[src/design/form_field_extract_decode_unit_macros.svh]
// Assertion macros shared by the form field decode front end and queue.
// Each macro expects clk and arst_n to be visible in the using module.
`ifndef FORM_FIELD_EXTRACT_DECODE_UNIT_MACROS_SVH
`define FORM_FIELD_EXTRACT_DECODE_UNIT_MACROS_SVH

// Same-cycle implication, checked outside reset.
`define FFD_ASSERT_IMPLIES(lbl, ante, cons, msg) \
	lbl: assert property (@(posedge clk) disable iff (!arst_n) (ante) |-> (cons)) \
		else $error(msg);

// Next-cycle implication, checked outside reset.
`define FFD_ASSERT_IMPLIES_NEXT(lbl, ante, cons, msg) \
	lbl: assert property (@(posedge clk) disable iff (!arst_n) (ante) |=> (cons)) \
		else $error(msg);

`endif

[src/design/ffd_pkg.sv]
// Shared types and constants for the form field extract and decode unit.
// No dependencies; used by every module of the block.
package ffd_pkg;

	// Configuration port geometry.
	localparam int CFG_DATA_W  = 64;
	localparam int CFG_INDEX_W = 2;
	localparam int KEY_LEN_W   = 5;
	localparam int CAP_W       = 10;
	localparam logic [CAP_W-1:0] CAP_RESET = 10'd64;

	// Register indexes of the configuration port.
	typedef enum logic [CFG_INDEX_W-1:0] {
		CFG_KEY_FIRST = 2'd0,
		CFG_KEY_LAST  = 2'd1,
		CFG_KEY_LEN   = 2'd2,
		CFG_CAPACITY  = 2'd3
	} cfg_index_t;

	// One result as seen on the output channel.
	typedef struct packed {
		logic [7:0] value_byte;
		logic       byte_valid;
		logic       done_res;
		logic       found;
	} res_t;

	// Most results one body byte can cause.
	localparam int MAX_RES = 3;

	// All results of one body byte; count is 1 to MAX_RES, res[0] goes out first.
	typedef struct packed {
		logic [1:0]                count;
		res_t [MAX_RES-1:0]        res;
	} bundle_t;

endpackage

[src/design/ffd_front.sv]
// Front end: configuration registers, key match and value decode state machine.
// Turns each accepted body byte that yields results into a bundle of them; depends on ffd_pkg.
`include "form_field_extract_decode_unit_macros.svh"

module ffd_front #(
	parameter int MAX_KEY_BYTES = 16,
	parameter int MAX_CAPACITY  = 1023
) (
	input  logic                             clk,
	input  logic                             arst_n,
	input  logic                             cfg_write_en,
	input  logic [ffd_pkg::CFG_INDEX_W-1:0]  cfg_index,
	input  logic [ffd_pkg::CFG_DATA_W-1:0]   cfg_data,
	input  logic                             in_take,
	input  logic [7:0]                       in_byte,
	output logic                             q_push,
	output ffd_pkg::bundle_t                 q_bundle
);

	localparam int MP_W   = $clog2(MAX_KEY_BYTES + 1);
	localparam int KIDX_W = (MAX_KEY_BYTES > 1) ? $clog2(MAX_KEY_BYTES) : 1;
	localparam int CNT_W  = $clog2(MAX_CAPACITY + 1);

	localparam logic [7:0] CH_NUL   = 8'h00;
	localparam logic [7:0] CH_AMP   = 8'h26;
	localparam logic [7:0] CH_EQ    = 8'h3D;
	localparam logic [7:0] CH_PLUS  = 8'h2B;
	localparam logic [7:0] CH_PCT   = 8'h25;
	localparam logic [7:0] CH_SPACE = 8'h20;

	typedef enum logic [1:0] {
		PH_SEEK,
		PH_VALUE,
		PH_TAIL
	} phase_t;

	typedef struct packed {
		logic       ok;
		logic [3:0] nib;
	} hex_t;

	// Hex digit decode, either case.
	function automatic hex_t hex_decode(input logic [7:0] c);
		hex_t h;
		h.ok  = 1'b1;
		h.nib = 4'd0;
		priority if (c >= 8'h30 && c <= 8'h39) begin
			h.nib = 4'(c - 8'h30);
		end else if (c >= 8'h61 && c <= 8'h66) begin
			h.nib = 4'(c - 8'h57);
		end else if (c >= 8'h41 && c <= 8'h46) begin
			h.nib = 4'(c - 8'h37);
		end else begin
			h.ok = 1'b0;
		end
		return h;
	endfunction

	// Configuration registers.
	logic [7:0]                    key_q [MAX_KEY_BYTES];
	logic [ffd_pkg::KEY_LEN_W-1:0] key_len_q;
	logic [ffd_pkg::CAP_W-1:0]     cap_q;

	// Parser state.
	phase_t           phase_q, phase_n;
	logic             afs_q, afs_n;
	logic [MP_W-1:0]  mp_q, mp_n;
	logic [1:0]       esc_q, esc_n;
	logic [7:0]       held_q, held_n;
	logic [CNT_W-1:0] cnt_q, cnt_n;
	logic             kf_q, kf_n;

	// Decode scratch.
	logic [MP_W-1:0]  eff_klen;
	logic [CNT_W-1:0] eff_cap;
	logic [7:0]       key_cur;
	logic             is_done;
	hex_t             hex_in, hex_held;
	logic [7:0]       cand [ffd_pkg::MAX_RES];
	logic [1:0]       ncand;
	logic [1:0]       nres;
	logic             do_plain, plain_amp, plain_pct, mismatch;
	ffd_pkg::bundle_t bundle_n;

	// Key bytes: each byte lane is written by the register that holds it.
	for (genvar j = 0; j < MAX_KEY_BYTES; j++) begin : g_key
		localparam logic [ffd_pkg::CFG_INDEX_W-1:0] SLOT =
			(j < 8) ? ffd_pkg::CFG_KEY_FIRST : ffd_pkg::CFG_KEY_LAST;
		localparam int LANE = (j % 8) * 8;
		always_ff @(posedge clk or negedge arst_n) begin
			if (!arst_n) begin
				key_q[j] <= '0;
			end else if (cfg_write_en && cfg_index == SLOT) begin
				key_q[j] <= cfg_data[LANE +: 8];
			end
		end
	end

	// Key length and output capacity registers.
	always_ff @(posedge clk or negedge arst_n) begin
		if (!arst_n) begin
			key_len_q <= '0;
			cap_q     <= ffd_pkg::CAP_RESET;
		end else if (cfg_write_en) begin
			if (cfg_index == ffd_pkg::CFG_KEY_LEN) begin
				key_len_q <= cfg_data[ffd_pkg::KEY_LEN_W-1:0];
			end
			if (cfg_index == ffd_pkg::CFG_CAPACITY) begin
				cap_q <= cfg_data[ffd_pkg::CAP_W-1:0];
			end
		end
	end

	// Clamp the registers to what the hardware supports.
	assign eff_klen = (32'(key_len_q) > 32'(MAX_KEY_BYTES)) ?
		MP_W'(MAX_KEY_BYTES) : MP_W'(key_len_q);
	assign eff_cap  = (32'(cap_q) > 32'(MAX_CAPACITY)) ?
		CNT_W'(MAX_CAPACITY) : CNT_W'(cap_q);
	assign key_cur  = key_q[mp_q[KIDX_W-1:0]];
	assign hex_in   = hex_decode(in_byte);
	assign hex_held = hex_decode(held_q);
	assign is_done  = (in_byte == CH_NUL);

	// Next state and result bundle for the byte on in_byte.
	always_comb begin
		phase_n  = phase_q;
		afs_n    = afs_q;
		mp_n     = mp_q;
		esc_n    = esc_q;
		held_n   = held_q;
		cnt_n    = cnt_q;
		kf_n     = kf_q;
		for (int i = 0; i < ffd_pkg::MAX_RES; i++) begin
			cand[i] = CH_NUL;
		end
		ncand     = 2'd0;
		nres      = 2'd0;
		do_plain  = 1'b0;
		plain_amp = 1'b0;
		plain_pct = 1'b0;
		mismatch  = 1'b0;
		bundle_n  = '0;

		// Classify the byte into characters to emit and a trailing action.
		if (is_done) begin
			if (phase_q == PH_VALUE && esc_q != 2'd0) begin
				cand[0] = CH_PCT;
				ncand   = 2'd1;
				if (esc_q == 2'd2) begin
					cand[1] = held_q;
					ncand   = 2'd2;
				end
			end
		end else if (phase_q == PH_SEEK) begin
			if (!afs_q) begin
				if (in_byte == CH_AMP) begin
					afs_n = 1'b1;
					mp_n  = '0;
				end
			end else if (mp_q < eff_klen) begin
				if (in_byte == key_cur) begin
					mp_n = mp_q + 1'b1;
				end else begin
					mismatch = 1'b1;
				end
			end else if (in_byte == CH_EQ) begin
				phase_n = PH_VALUE;
				kf_n    = 1'b1;
			end else begin
				mismatch = 1'b1;
			end
			if (mismatch) begin
				mp_n  = '0;
				afs_n = (in_byte == CH_AMP);
			end
		end else if (phase_q == PH_VALUE) begin
			esc_n = 2'd0;
			if (esc_q == 2'd1) begin
				if (hex_in.ok) begin
					held_n = in_byte;
					esc_n  = 2'd2;
				end else begin
					cand[0]  = CH_PCT;
					ncand    = 2'd1;
					do_plain = 1'b1;
				end
			end else if (esc_q == 2'd2) begin
				if (hex_in.ok && hex_held.ok) begin
					cand[0] = {hex_held.nib, hex_in.nib};
					ncand   = 2'd1;
				end else begin
					cand[0]  = CH_PCT;
					cand[1]  = held_q;
					ncand    = 2'd2;
					do_plain = 1'b1;
				end
			end else begin
				do_plain = 1'b1;
			end
		end

		// A plain value character: separator, space, escape start or literal.
		if (do_plain) begin
			priority if (in_byte == CH_AMP) begin
				plain_amp = 1'b1;
			end else if (in_byte == CH_PLUS) begin
				cand[ncand] = CH_SPACE;
				ncand       = ncand + 2'd1;
			end else if (in_byte == CH_PCT) begin
				plain_pct = 1'b1;
			end else begin
				cand[ncand] = in_byte;
				ncand       = ncand + 2'd1;
			end
		end

		// Emit in order; the first byte that does not fit ends the value.
		for (int i = 0; i < ffd_pkg::MAX_RES; i++) begin
			if (2'(i) < ncand && phase_n == PH_VALUE) begin
				if (({1'b0, cnt_n} + 1'b1) < {1'b0, eff_cap}) begin
					bundle_n.res[nres].value_byte = cand[i];
					bundle_n.res[nres].byte_valid = 1'b1;
					nres  = nres + 2'd1;
					cnt_n = cnt_n + 1'b1;
				end else begin
					phase_n = PH_TAIL;
				end
			end
		end

		if (phase_n == PH_VALUE) begin
			if (plain_amp) begin
				phase_n = PH_TAIL;
			end
			if (plain_pct) begin
				esc_n = 2'd1;
			end
		end

		// End of body: report and start over.
		if (is_done) begin
			bundle_n.res[nres].done_res = 1'b1;
			bundle_n.res[nres].found    = kf_q && (eff_cap != '0);
			nres    = nres + 2'd1;
			phase_n = PH_SEEK;
			afs_n   = 1'b1;
			mp_n    = '0;
			esc_n   = 2'd0;
			held_n  = '0;
			cnt_n   = '0;
			kf_n    = 1'b0;
		end
		bundle_n.count = nres;
	end

	assign q_push   = in_take && (nres != 2'd0);
	assign q_bundle = bundle_n;

	// Parser state advances on every accepted transaction.
	always_ff @(posedge clk or negedge arst_n) begin
		if (!arst_n) begin
			phase_q <= PH_SEEK;
			afs_q   <= 1'b1;
			mp_q    <= '0;
			esc_q   <= 2'd0;
			held_q  <= '0;
			cnt_q   <= '0;
			kf_q    <= 1'b0;
		end else if (in_take) begin
			phase_q <= phase_n;
			afs_q   <= afs_n;
			mp_q    <= mp_n;
			esc_q   <= esc_n;
			held_q  <= held_n;
			cnt_q   <= cnt_n;
			kf_q    <= kf_n;
		end
	end

	`FFD_ASSERT_IMPLIES_NEXT(a_done_clears, in_take && is_done, (phase_q == PH_SEEK) && (cnt_q == '0) && !kf_q, "State not cleared after end of body")
	`FFD_ASSERT_IMPLIES(a_seek_not_found, phase_q == PH_SEEK, !kf_q, "Key marked found while still seeking")
	`FFD_ASSERT_IMPLIES(a_escape_in_value, esc_q != 2'd0, phase_q == PH_VALUE, "Escape held outside the value")

endmodule

[src/design/ffd_queue.sv]
// Short queue of result bundles between the front and back ends.
// Depends on ffd_pkg for the bundle type.
`include "form_field_extract_decode_unit_macros.svh"

module ffd_queue (
	input  logic             clk,
	input  logic             arst_n,
	input  logic             push,
	input  ffd_pkg::bundle_t push_bundle,
	input  logic             pop,
	output logic             full,
	output logic             empty,
	output ffd_pkg::bundle_t head
);

	localparam int DEPTH = 4;
	localparam int PTR_W = $clog2(DEPTH);

	ffd_pkg::bundle_t mem_q [DEPTH];
	logic [PTR_W-1:0] wr_ptr_q, rd_ptr_q;
	logic [PTR_W:0]   count_q;

	assign full  = (count_q == (PTR_W + 1)'(DEPTH));
	assign empty = (count_q == '0);
	assign head  = mem_q[rd_ptr_q];

	// Entry storage.
	always_ff @(posedge clk) begin
		if (push) begin
			mem_q[wr_ptr_q] <= push_bundle;
		end
	end

	// Pointers and fill count.
	always_ff @(posedge clk or negedge arst_n) begin
		if (!arst_n) begin
			wr_ptr_q <= '0;
			rd_ptr_q <= '0;
			count_q  <= '0;
		end else begin
			if (push) begin
				wr_ptr_q <= wr_ptr_q + 1'b1;
			end
			if (pop) begin
				rd_ptr_q <= rd_ptr_q + 1'b1;
			end
			if (push && !pop) begin
				count_q <= count_q + 1'b1;
			end else if (pop && !push) begin
				count_q <= count_q - 1'b1;
			end
		end
	end

	`FFD_ASSERT_IMPLIES(a_no_overflow, push, !full || pop, "Push into a full queue")
	`FFD_ASSERT_IMPLIES(a_no_underflow, pop, !empty, "Pop from an empty queue")
	`FFD_ASSERT_IMPLIES_NEXT(a_count_up, push && !pop, count_q == $past(count_q) + 1'b1, "Fill count missed a push")

endmodule

[src/design/ffd_back.sv]
// Back end: unpacks queued bundles into single results on the output channel.
// Depends on ffd_pkg for the bundle and result types.
module ffd_back (
	input  logic             clk,
	input  logic             arst_n,
	input  ffd_pkg::bundle_t head,
	input  logic             empty,
	output logic             pop,
	input  logic             out_stall,
	output logic             out_valid,
	output ffd_pkg::res_t    out_res
);

	logic          out_valid_q;
	ffd_pkg::res_t out_res_q;
	logic [1:0]    idx_q;
	logic          load, last;

	// The output register takes a new result whenever the queue holds one and the register is empty or being taken.
	assign load = !empty && (!out_valid_q || !out_stall);
	assign last = ((idx_q + 2'd1) == head.count);
	assign pop  = load && last;

	always_ff @(posedge clk or negedge arst_n) begin
		if (!arst_n) begin
			out_valid_q <= 1'b0;
			idx_q       <= 2'd0;
		end else begin
			if (load) begin
				out_valid_q <= 1'b1;
				idx_q       <= last ? 2'd0 : idx_q + 2'd1;
			end else if (!out_stall) begin
				out_valid_q <= 1'b0;
			end
		end
	end

	// Result payload.
	always_ff @(posedge clk) begin
		if (load) begin
			out_res_q <= head.res[idx_q];
		end
	end

	assign out_valid = out_valid_q;
	assign out_res   = out_res_q;

endmodule

[src/design/form_field_extract_decode_unit.sv]
// Form field extract and decode unit. Body bytes of a form-encoded body enter one per cycle;
// a zero byte ends the body. The unit finds the first field whose name equals the configured
// key and streams that field's value, percent- and plus-decoded, one byte per transaction,
// followed by a done transaction that reports whether the key was found. Each body byte
// causes zero to three transactions. The bundle of results of a body byte enters the queue
// at the edge that accepts the byte and moves into the output register, one result at a
// time, whenever that register is empty or being taken. Input is taken every cycle while
// the four-entry bundle queue has room; the output drains one result per cycle while the
// receiver does not stall, so bytes that cause two or three results (a cut-off escape, the
// end of the body) can fill the queue and hold the input. Write configuration only between
// transactions. There is no start-up sweep: the unit is ready right after reset.
module form_field_extract_decode_unit #(
	parameter int MAX_KEY_BYTES = 16,
	parameter int MAX_CAPACITY  = 1023
) (
	input  logic                             clk,
	input  logic                             arst_n,
	input  logic                             cfg_write_en,
	input  logic [ffd_pkg::CFG_INDEX_W-1:0]  cfg_index,
	input  logic [ffd_pkg::CFG_DATA_W-1:0]   cfg_data,
	input  logic                             in_valid,
	output logic                             in_stall,
	input  logic [7:0]                       body_byte,
	output logic                             out_valid,
	input  logic                             out_stall,
	output logic [7:0]                       value_byte,
	output logic                             byte_valid,
	output logic                             done_res,
	output logic                             found
);

	logic             in_take;
	logic             q_push, q_pop, q_full, q_empty;
	ffd_pkg::bundle_t q_in, q_head;
	ffd_pkg::res_t    out_res;

	// Input transactions are taken while the queue has room.
	assign in_stall = q_full;
	assign in_take  = in_valid && !in_stall;

	ffd_front #(
		.MAX_KEY_BYTES(MAX_KEY_BYTES),
		.MAX_CAPACITY (MAX_CAPACITY)
	) u_front (
		.clk         (clk),
		.arst_n      (arst_n),
		.cfg_write_en(cfg_write_en),
		.cfg_index   (cfg_index),
		.cfg_data    (cfg_data),
		.in_take     (in_take),
		.in_byte     (body_byte),
		.q_push      (q_push),
		.q_bundle    (q_in)
	);

	ffd_queue u_queue (
		.clk        (clk),
		.arst_n     (arst_n),
		.push       (q_push),
		.push_bundle(q_in),
		.pop        (q_pop),
		.full       (q_full),
		.empty      (q_empty),
		.head       (q_head)
	);

	ffd_back u_back (
		.clk      (clk),
		.arst_n   (arst_n),
		.head     (q_head),
		.empty    (q_empty),
		.pop      (q_pop),
		.out_stall(out_stall),
		.out_valid(out_valid),
		.out_res  (out_res)
	);

	assign value_byte = out_res.value_byte;
	assign byte_valid = out_res.byte_valid;
	assign done_res   = out_res.done_res;
	assign found      = out_res.found;

endmodule

[config.mk]
export PLATFORM = sky130hd
export DESIGN_NAME = form_field_extract_decode_unit
export DESIGN_NICKNAME = d
export VERILOG_FILES = /design/src/design/ffd_pkg.sv /design/src/design/ffd_front.sv /design/src/design/ffd_queue.sv /design/src/design/ffd_back.sv /design/src/design/form_field_extract_decode_unit.sv
export VERILOG_INCLUDE_DIRS = /design/src /design/src/design
export SDC_FILE = /design/constraint.sdc
export NUM_CORES = 1
export LEC_CHECK = 0
export ABC_AREA = 0
export BUFFER_PORTS_ARGS = -buffer_cell sky130_fd_sc_hd__buf_2
export CORE_MARGIN = 10
export CORE_UTILIZATION = 50
export CTS_BUF_LIST = sky130_fd_sc_hd__clkbuf_4
export DETAILED_ROUTE_END_ITERATION = 8
export PLACE_DENSITY = 0.74
export SLEW_MARGIN = 20
export SYNTH_ARGS = -nofsm -noshare
export SYNTH_HDL_FRONTEND = slang
export SYNTH_SLANG_ARGS = --single-unit
[constraint.sdc]
create_clock -name clk -period 25.6 [get_ports clk]
set_clock_uncertainty 0.1 [all_clocks]
set_input_delay 5.12 -clock clk [delete_from_list [all_inputs] [get_ports clk]]
set_output_delay 5.12 -clock clk [all_outputs]
set_load 0.03 [all_outputs]
==> summary.txt, run 1 <==
Logic synthesis
  • Warnings from Yosys: 0
  • Mux share of post-synthesis cell area: 0.2006
  • Main flop type after synthesis: dfrtp_1
  • Synth Area in Simple Gates: 0.08708
  • Proportion of synthesized chip area in sequential cells: 0.5199
  • Main combinational cell family by area after synthesis: multiplexers
  • Number of flops mapped to enable cells by yosys: 151
  • Count of state elements after synthesis: 333
  • Complex-gate fraction of the synthesized area: 0.08150
  • Post-Syn Nets: 1,490
  • Asr flop ratio synth: 0.5465
  • Fraction of the mapped netlist area in adder cells: 0.04479
  • Cell area after technology mapping: 0.01749 sq mm
  • Synth unique cells: 83
  • Avg Synthesized Cell Area: 12.96 sq um
  • Gate Count Post-Synth: 1,349
  • Parity-gate share of the synthesized area counting xor and xnor cells: 0.03664

Timing
  • Achievable clock frequency: 58.51 MHz
  • Final Hold Violating Endpoints: 0
  • Final slew viol count: 0
  • Actual slew at the worst max-slew pin: 907.4 ps
  • Total Negative Setup Slacks: 0 ps
  • Setup repair after global routing missed its margin: no
  • Worst rel slew slack: 0.3951
  • Final clock period utilization by the worst path: 0.6677
  • Number of setup violations in the final report: 0
  • Clock period minus final worst setup slack: 17,090 ps

Floorplanning
  • CORE AREA: 0.03454 sq mm
  • Starting density of the core: 0.5062
  • Die Wd: 207.0 um
  • Die height: 207.0 um
  • Area of the die: 0.04285 sq mm
  • Number of cell rows: 68
  • I/O pin total: 92

Placement
  • Instance count after placement with tap cells included: 1,840
  • Instance area at placement: 0.01835 sq mm
  • Detailed-placement wirelength estimate: 27,870 um
  • Count of input and output buffers: 91
  • Final weighted congestion of routability-driven global placement: 0.9528

Drt
  • Routed Antenna Nets: 0
  • Number of DRC markers after the initial detailed-route iteration: 767
  • Met2 routed WL: 19,800 um
  • Vias per cell: 5.846
  • Top Layer Used: met5
  • Number of vias after detailed routing: 11,669
  • Mean routed wirelength per cell: 20.04 um
  • 1st-pass router iterations: 5
  • Number of DRC violations after detailed routing: 0
  • Metal3 WL: 2298 um
  • Routed wire length: 40,010 um
  • DRT met1 WL: 17,090 um

CTS
  • CTS Root Cell: clkbuf_4
  • Max H-tree Level: 3
  • Post-CTS Repair Setup Buffers: 0
  • Number of gates resized after CTS: 0
  • CTS clk-pin slew, worst paths: 60 ps
  • Hold_buf cts: 0
  • Clock Latency Late Sink: 750 ps
  • Clock tree from TritonCTS: done
  • Number of sinks on the clock net: 333
  • Maximum number of buffers from clock root to sink: 3
  • CTS Buf Count: 85

Critical path
  • Kind of launch point of the worst setup path: primary input
  • Data arrival time at the worst-slack endpoint: 17,620 ps
  • Worst path slowest cell: or4_1
  • Critical path type: primary input to flop
  • Slowest cell delay on critical path: 600 ps
  • Most used cell along the critical path: ha_1
  • Kind of capture point of the worst setup path: flop
  • Required time of the critical path: 26,120 ps
  • Maximum fanout along the worst path: 20

Global route
  • Aggregate global routing overflow: 0
  • Number of antenna violations at the first check in global routing: 6
  • Via count of the first global-routing pass: 12,156
  • Maximum number of pins on one net before global-route repair: 105
  • Global-route wire length before repair: 64,970 um
  • Total GRT Usage: 0.1841

Final layout
  • Area grow syn2layout: 11.84%
  • Most common library cell in the layout ignoring fill and taps: dfrtp_1
  • Highest-count cells in the layout ignoring fill and taps: dfrtp_1 (178), edfxtp_1 (151), mux2_2 (149)
  • Post-layout instance count excluding filler cells: 1,996
  • Layout cells sized above 1: 0.3151
  • Layout net count: 1,614
  • Final Instance Area: 0.01956 sq mm

Hold path
  • Worst min-delay path category: flop to flop

Outcome
  • Result of the run: finished, final reports clean

Power and ir drop
  • Power density over the cells: 75.98 mW/mm^2
  • Worst IR Drop VDD: 0.1020 mV
  • Reported leakage power: 7.640 nW

Job
  • Max Cap Viol: 0
final cells by class:
type                            count  area, sq um
Inverter                           52        197.7
Multi-Input combinational cell    891         7895
Fill cell                        2859        14990
Antenna cell                        2        5.005
Clock buffer                      128        960.9
Tap cell                          455        569.3
Clock inverter                     25        207.7
Sequential cell                   333         9094
Timing Repair Buffer              110        626.9
synth_stat cells (5+ instances only):
| master | number | share of area |
|---|---|---|
| a211oi_1 | 7 | 0.0030 |
| a21o_1 | 9 | 0.0039 |
| a21oi_1 | 34 | 0.0097 |
| a22o_1 | 6 | 0.0030 |
| a22oi_1 | 6 | 0.0026 |
| a31oi_1 | 5 | 0.0018 |
| and2_1 | 17 | 0.0061 |
| and3_1 | 9 | 0.0032 |
| buf_1 | 7 | 0.0015 |
| buf_2 | 6 | 0.0017 |
| clkbuf_1 | 53 | 0.011 |
| dfrtp_1 | 180 | 0.26 |
| edfxtp_1 | 151 | 0.26 |
| ha_1 | 61 | 0.044 |
| inv_1 | 51 | 0.011 |
| mux2_2 | 149 | 0.096 |
| mux2i_1 | 38 | 0.022 |
| mux4_2 | 63 | 0.081 |
| nand2_1 | 95 | 0.020 |
| nand2b_1 | 9 | 0.0032 |
| nand3_1 | 43 | 0.012 |
| nand4_1 | 10 | 0.0036 |
| nor2_1 | 56 | 0.012 |
| nor2b_1 | 14 | 0.0050 |
| nor3_1 | 16 | 0.0046 |
| nor4_1 | 7 | 0.0025 |
| o211ai_1 | 8 | 0.0034 |
| o21a_1 | 6 | 0.0026 |
| o21ai_0 | 50 | 0.014 |
| o22ai_1 | 15 | 0.0054 |
| o31ai_1 | 13 | 0.0056 |
| xnor2_1 | 51 | 0.026 |
| xor2_1 | 19 | 0.0095 |
sequential cells by signal (all words and copies together), names as in the netlist, 3 cells and up:
signal and flops:
u_queue.mem_q 140, u_front.key_q 128, u_front.mp_q 5, u_back.out_res 11, u_front.cnt_q 10, u_front.key_len_q 5
u_front.cap_q 10, u_front.held_q 8, u_queue.count_q 3
worst paths after layout:
check / start / endpoint / slack [ps] / cells after the start
setup / recovery: body_byte[1] / u_queue.count_q[2] / 8510 / 56
min in group asynchronous: arst_n / u_back.idx_q[0] / 4350 / 1
hold reg to reg: u_queue.count_q[2] / u_queue.count_q[2] / 390 / 1
max in group asynchronous: arst_n / u_front.cap_q[6] / 19640 / 3
setup reg to reg: u_front.held_q[0] / u_queue.count_q[2] / 12790 / 56
hold / removal: u_queue.count_q[2] / u_queue.count_q[2] / 390 / 1
logic make-up after synthesis:
logic type,Yosys count
AO/OA/AOI/OAI,204
adder cells (fa/ha/maj),62
AND/OR/NAND/NOR,302
buffers and inverters,125
XOR/XNOR,71
multiplexers,252
flip-flops,333
power breakdown:
group	switching (mW)	total, mW	leakage, nW	internal (mW)
sequential	0.0462	0.671	3.60	0.625
clock	0.209	0.477	0.681	0.269
combinational	0.179	0.338	3.36	0.159
critical path, delay by kind of cell:
family,cells,cell delay (ps)
xor+xnor,6,1090
compound gates,13,3360
simple gates,17,3680
buf+inv,10,1360
mux,1,330
fa+ha+maj,9,2650
per-layer routing:
metal	track usage	up-vias
li1	-	5366
met1	0.2323	5856
met3	0.04498	77
met2	0.3038	362
met4	0.06222	8
met5	0	-
through the flow:
| stage | hold WS [ps] | setup slack [ps] | total power, mW | utilization |
|---|---|---|---|---|
| after floorplan | 356.5 | 9013 | 0.9234 | - |
| after global placement | 372.2 | 8189 | 1.008 | 0.5313 |
| after detailed placement | 387.3 | 7769 | 1.022 | 0.5313 |
| after CTS | 402.4 | 8472 | 1.504 | 0.5651 |
| after global routing | 417.6 | 7491 | 1.571 | 0.5661 |
| final | 394.7 | 8508 | 1.486 | 0.5661 |
Power figures use the tool's default switching activity.
==> inputs of run 2 (changes only) <==
- PLACE_DENSITY: 0.74 -> 0.77
- clock period: 25.6 -> 15.5 ns (I/O delays scaled with it)
==> summary.txt, run 2 (synthesized netlist as in run 1, its figures left out) <==
Outcome
  • Result of the run: finished, final reports clean (unchanged)

Timing
  • Number of setup violations in the final report: 0 (unchanged)
  • Actual slew at the worst max-slew pin: 953.6 ps (was 907.4 ps)
  • Final slew viol count: 0 (unchanged)
  • Worst rel slew slack: 0.3643 (was 0.3951)
  • Setup repair after global routing missed its margin: no (unchanged)
  • Final worst slack: 1098 ps (was 8508 ps)
  • Total Negative Setup Slacks: 0 ps (unchanged)
  • Final Hold Violating Endpoints: 0 (unchanged)
  • Clock period minus final worst setup slack: 14,400 ps
  • Final clock period utilization by the worst path: 0.9291
  • Achievable clock frequency: 69.44 MHz

CTS
  • Clock tree from TritonCTS: done (unchanged)
  • Post-CTS Repair Setup Buffers: 0 (unchanged)
  • Number of sinks on the clock net: 333 (unchanged)
  • CTS Root Cell: clkbuf_4 (unchanged)
  • Hold_buf cts: 0 (unchanged)
  • Maximum number of buffers from clock root to sink: 3 (unchanged)
  • Max H-tree Level: 3 (unchanged)
  • Clock Latency Late Sink: 720 ps (was 750 ps)
  • CTS clk-pin slew, worst paths: 70 ps (was 60 ps)
  • CTS Buf Count: 85 (unchanged)
  • Number of gates resized after CTS: 0 (unchanged)

Power and ir drop
  • Reported leakage power: 7.619 nW (was 7.640 nW)
  • Worst IR Drop VDD: 0.09262 mV (was 0.1020 mV)
  • Power density over the cells: 124.8 mW/mm^2 (was 75.98 mW/mm^2)
  • Total power: 2.434 mW (was 1.486 mW)

Floorplanning
  • Die Wd: 207.0 um (unchanged)
  • Number of cell rows: 68 (unchanged)
  • Die height: 207.0 um (unchanged)
  • CORE AREA: 0.03454 sq mm (unchanged)
  • Starting density of the core: 0.5062 (unchanged)
  • I/O pin total: 92 (unchanged)
  • Area of the die: 0.04285 sq mm (unchanged)

Critical path
  • Maximum fanout along the worst path: 20 (unchanged)
  • Critical path type: primary input to flop (unchanged)
  • Most used cell along the critical path: ha_1 (unchanged)
  • Slowest cell delay on critical path: 650 ps (was 600 ps)
  • Terminus of the critical flop-to-flop path: u_queue.count_q[2] (unchanged)
  • Kind of capture point of the worst setup path: flop (unchanged)
  • Data arrival time at the worst-slack endpoint: 14,940 ps (was 17,620 ps)
  • Kind of launch point of the worst setup path: primary input (unchanged)
  • Worst r2r src: u_front.held_q[0] (unchanged)
  • Path depth of the worst reg2reg path: 56 (unchanged)
  • Required time of the critical path: 16,040 ps (was 26,120 ps)
  • Worst path slowest cell: or4b_4 (was or4_1)
  • Reg2reg setup slack: 3020 ps (was 12,790 ps)

Final layout
  • Highest-count cells in the layout ignoring fill and taps: dfrtp_1 (178), edfxtp_1 (151), mux2_2 (149) (unchanged)
  • Max FFs per register: 140 (unchanged)
  • Area grow syn2layout: 11.59% (was 11.84%)
  • Final Instance Area: 0.01951 sq mm (was 0.01956 sq mm)
  • Final cell utilization of the core: 0.5649 (was 0.5661)
  • Multi-input gate area: 0.007893 sq mm (was 0.007895 sq mm)
  • Reg with most FFs: u_queue.mem_q (unchanged)
  • Layout net count: 1,616 (was 1,614)
  • Filler cells: 2,892 (was 2,859)
  • Most common library cell in the layout ignoring fill and taps: dfrtp_1 (unchanged)
  • Layout cells sized above 1: 0.3153 (was 0.3151)
  • Register area: 0.009094 sq mm (unchanged)

Hold path
  • Worst min-delay path category: flop to flop (unchanged)
  • Hold path cells: 1 (unchanged)
  • Endpoint with the worst hold slack: u_queue.count_q[2] (unchanged)
  • Min-Delay Startpoint: u_queue.count_q[2] (unchanged)

Drt
  • Number of DRC violations after detailed routing: 0 (unchanged)
  • Number of vias after detailed routing: 11,634 (was 11,669)
  • Metal3 WL: 2240 um (was 2298 um)
  • Met2 routed WL: 20,360 um (was 19,800 um)
  • Number of DRC markers after the initial detailed-route iteration: 900 (was 767)
  • DRT met1 WL: 17,640 um (was 17,090 um)
  • Routed Antenna Nets: 0 (unchanged)
  • Routed wire length: 41,390 um (was 40,010 um)
  • Vias per cell: 5.829 (was 5.846)
  • 1st-pass router iterations: 5 (unchanged)
  • Mean routed wirelength per cell: 20.74 um (was 20.04 um)
  • Top Layer Used: met5 (unchanged)

Global route
  • Total GRT Usage: 0.1909 (was 0.1841)
  • Aggregate global routing overflow: 0 (unchanged)
  • Maximum number of pins on one net before global-route repair: 109 (was 105)
  • Global-route wire length before repair: 66,810 um (was 64,970 um)
  • Number of antenna violations at the first check in global routing: 6 (unchanged)
  • Via count of the first global-routing pass: 12,116 (was 12,156)

Placement
  • Final weighted congestion of routability-driven global placement: 0.9552 (was 0.9528)
  • Count of input and output buffers: 91 (unchanged)
  • Instance area at placement: 0.01839 sq mm (was 0.01835 sq mm)
  • Post-placement setup slack: 518.2 ps (was 7769 ps)
  • Detailed-placement wirelength estimate: 29,160 um (was 27,870 um)

Job
  • Max Cap Viol: 0 (unchanged)
-- run 2: changes by cell type in the layout (fill, tap and decap cells not counted), sizes merged --
cell / before / now
clkinvlp: 2 / 3
bufinv: 4 / 3
diode: 2 / 3
clkinv: 18 / 23
inv: 53 / 52
clkbuf: 129 / 122
buf: 109 / 111
-- run 2: report_power, final --
group          internal, mW  switching (mW)  total (mW)
clock                 0.411           0.348       0.760
combinational         0.263           0.301       0.564
sequential             1.03          0.0789        1.11
-- run 2: cell type report --
class	instances	area share
antenna	3	0.0003847
clock buffer	121	0.04655
clock inverter	29	0.01071
inverter	52	0.01013
multi-input combinational	891	0.4045
sequential	333	0.4660
tap	455	0.02918
timing repair buffer	112	0.03251
-- run 2: metal layers --
| metal | global-route usage | vias up |
|---|---|---|
| li1 | - | 5377 |
| met3 | 0.04197 | 77 |
| met1 | 0.2423 | 5792 |
| met2 | 0.3126 | 382 |
| met5 | 0 | - |
| met4 | 0.07451 | 6 |
-- run 2: per-stage QoR --
step | instances | hold WS [ps]
global placement | 1843 | 375.1
global route | 1995 | 411.7
floorplan | 1349 | 356.5
finish | 1996 | 399.0
CTS | 1993 | 399.5
detailed placement | 1843 | 390.2
-- run 2: worst max path at each step --
stage | start | to | slack [ps] | cells past startpoint
2_1_floorplan | body_byte[6] | u_queue.mem_q[0][0] | 930 | 56
3_5_place_dp | body_byte[1] | u_queue.count_q[2] | 520 | 56
5_1_grt | body_byte[1] | u_queue.count_q[2] | 100 | 55
6_report | body_byte[7] | u_queue.count_q[2] | 1100 | 55
3_3_place_gp | body_byte[7] | u_queue.count_q[2] | 810 | 55
4_1_cts | body_byte[1] | u_queue.count_q[2] | 1250 | 56
-- run 2: critical path, delay by kind of cell --
kind	cells	cell delay, ps
AND/OR/NAND/NOR	18	4100
AO/OA/AOI/OAI	13	2730
adder cells (fa/ha/maj)	8	2350
buffers and inverters	9	1310
XOR/XNOR	6	970
multiplexers	1	320
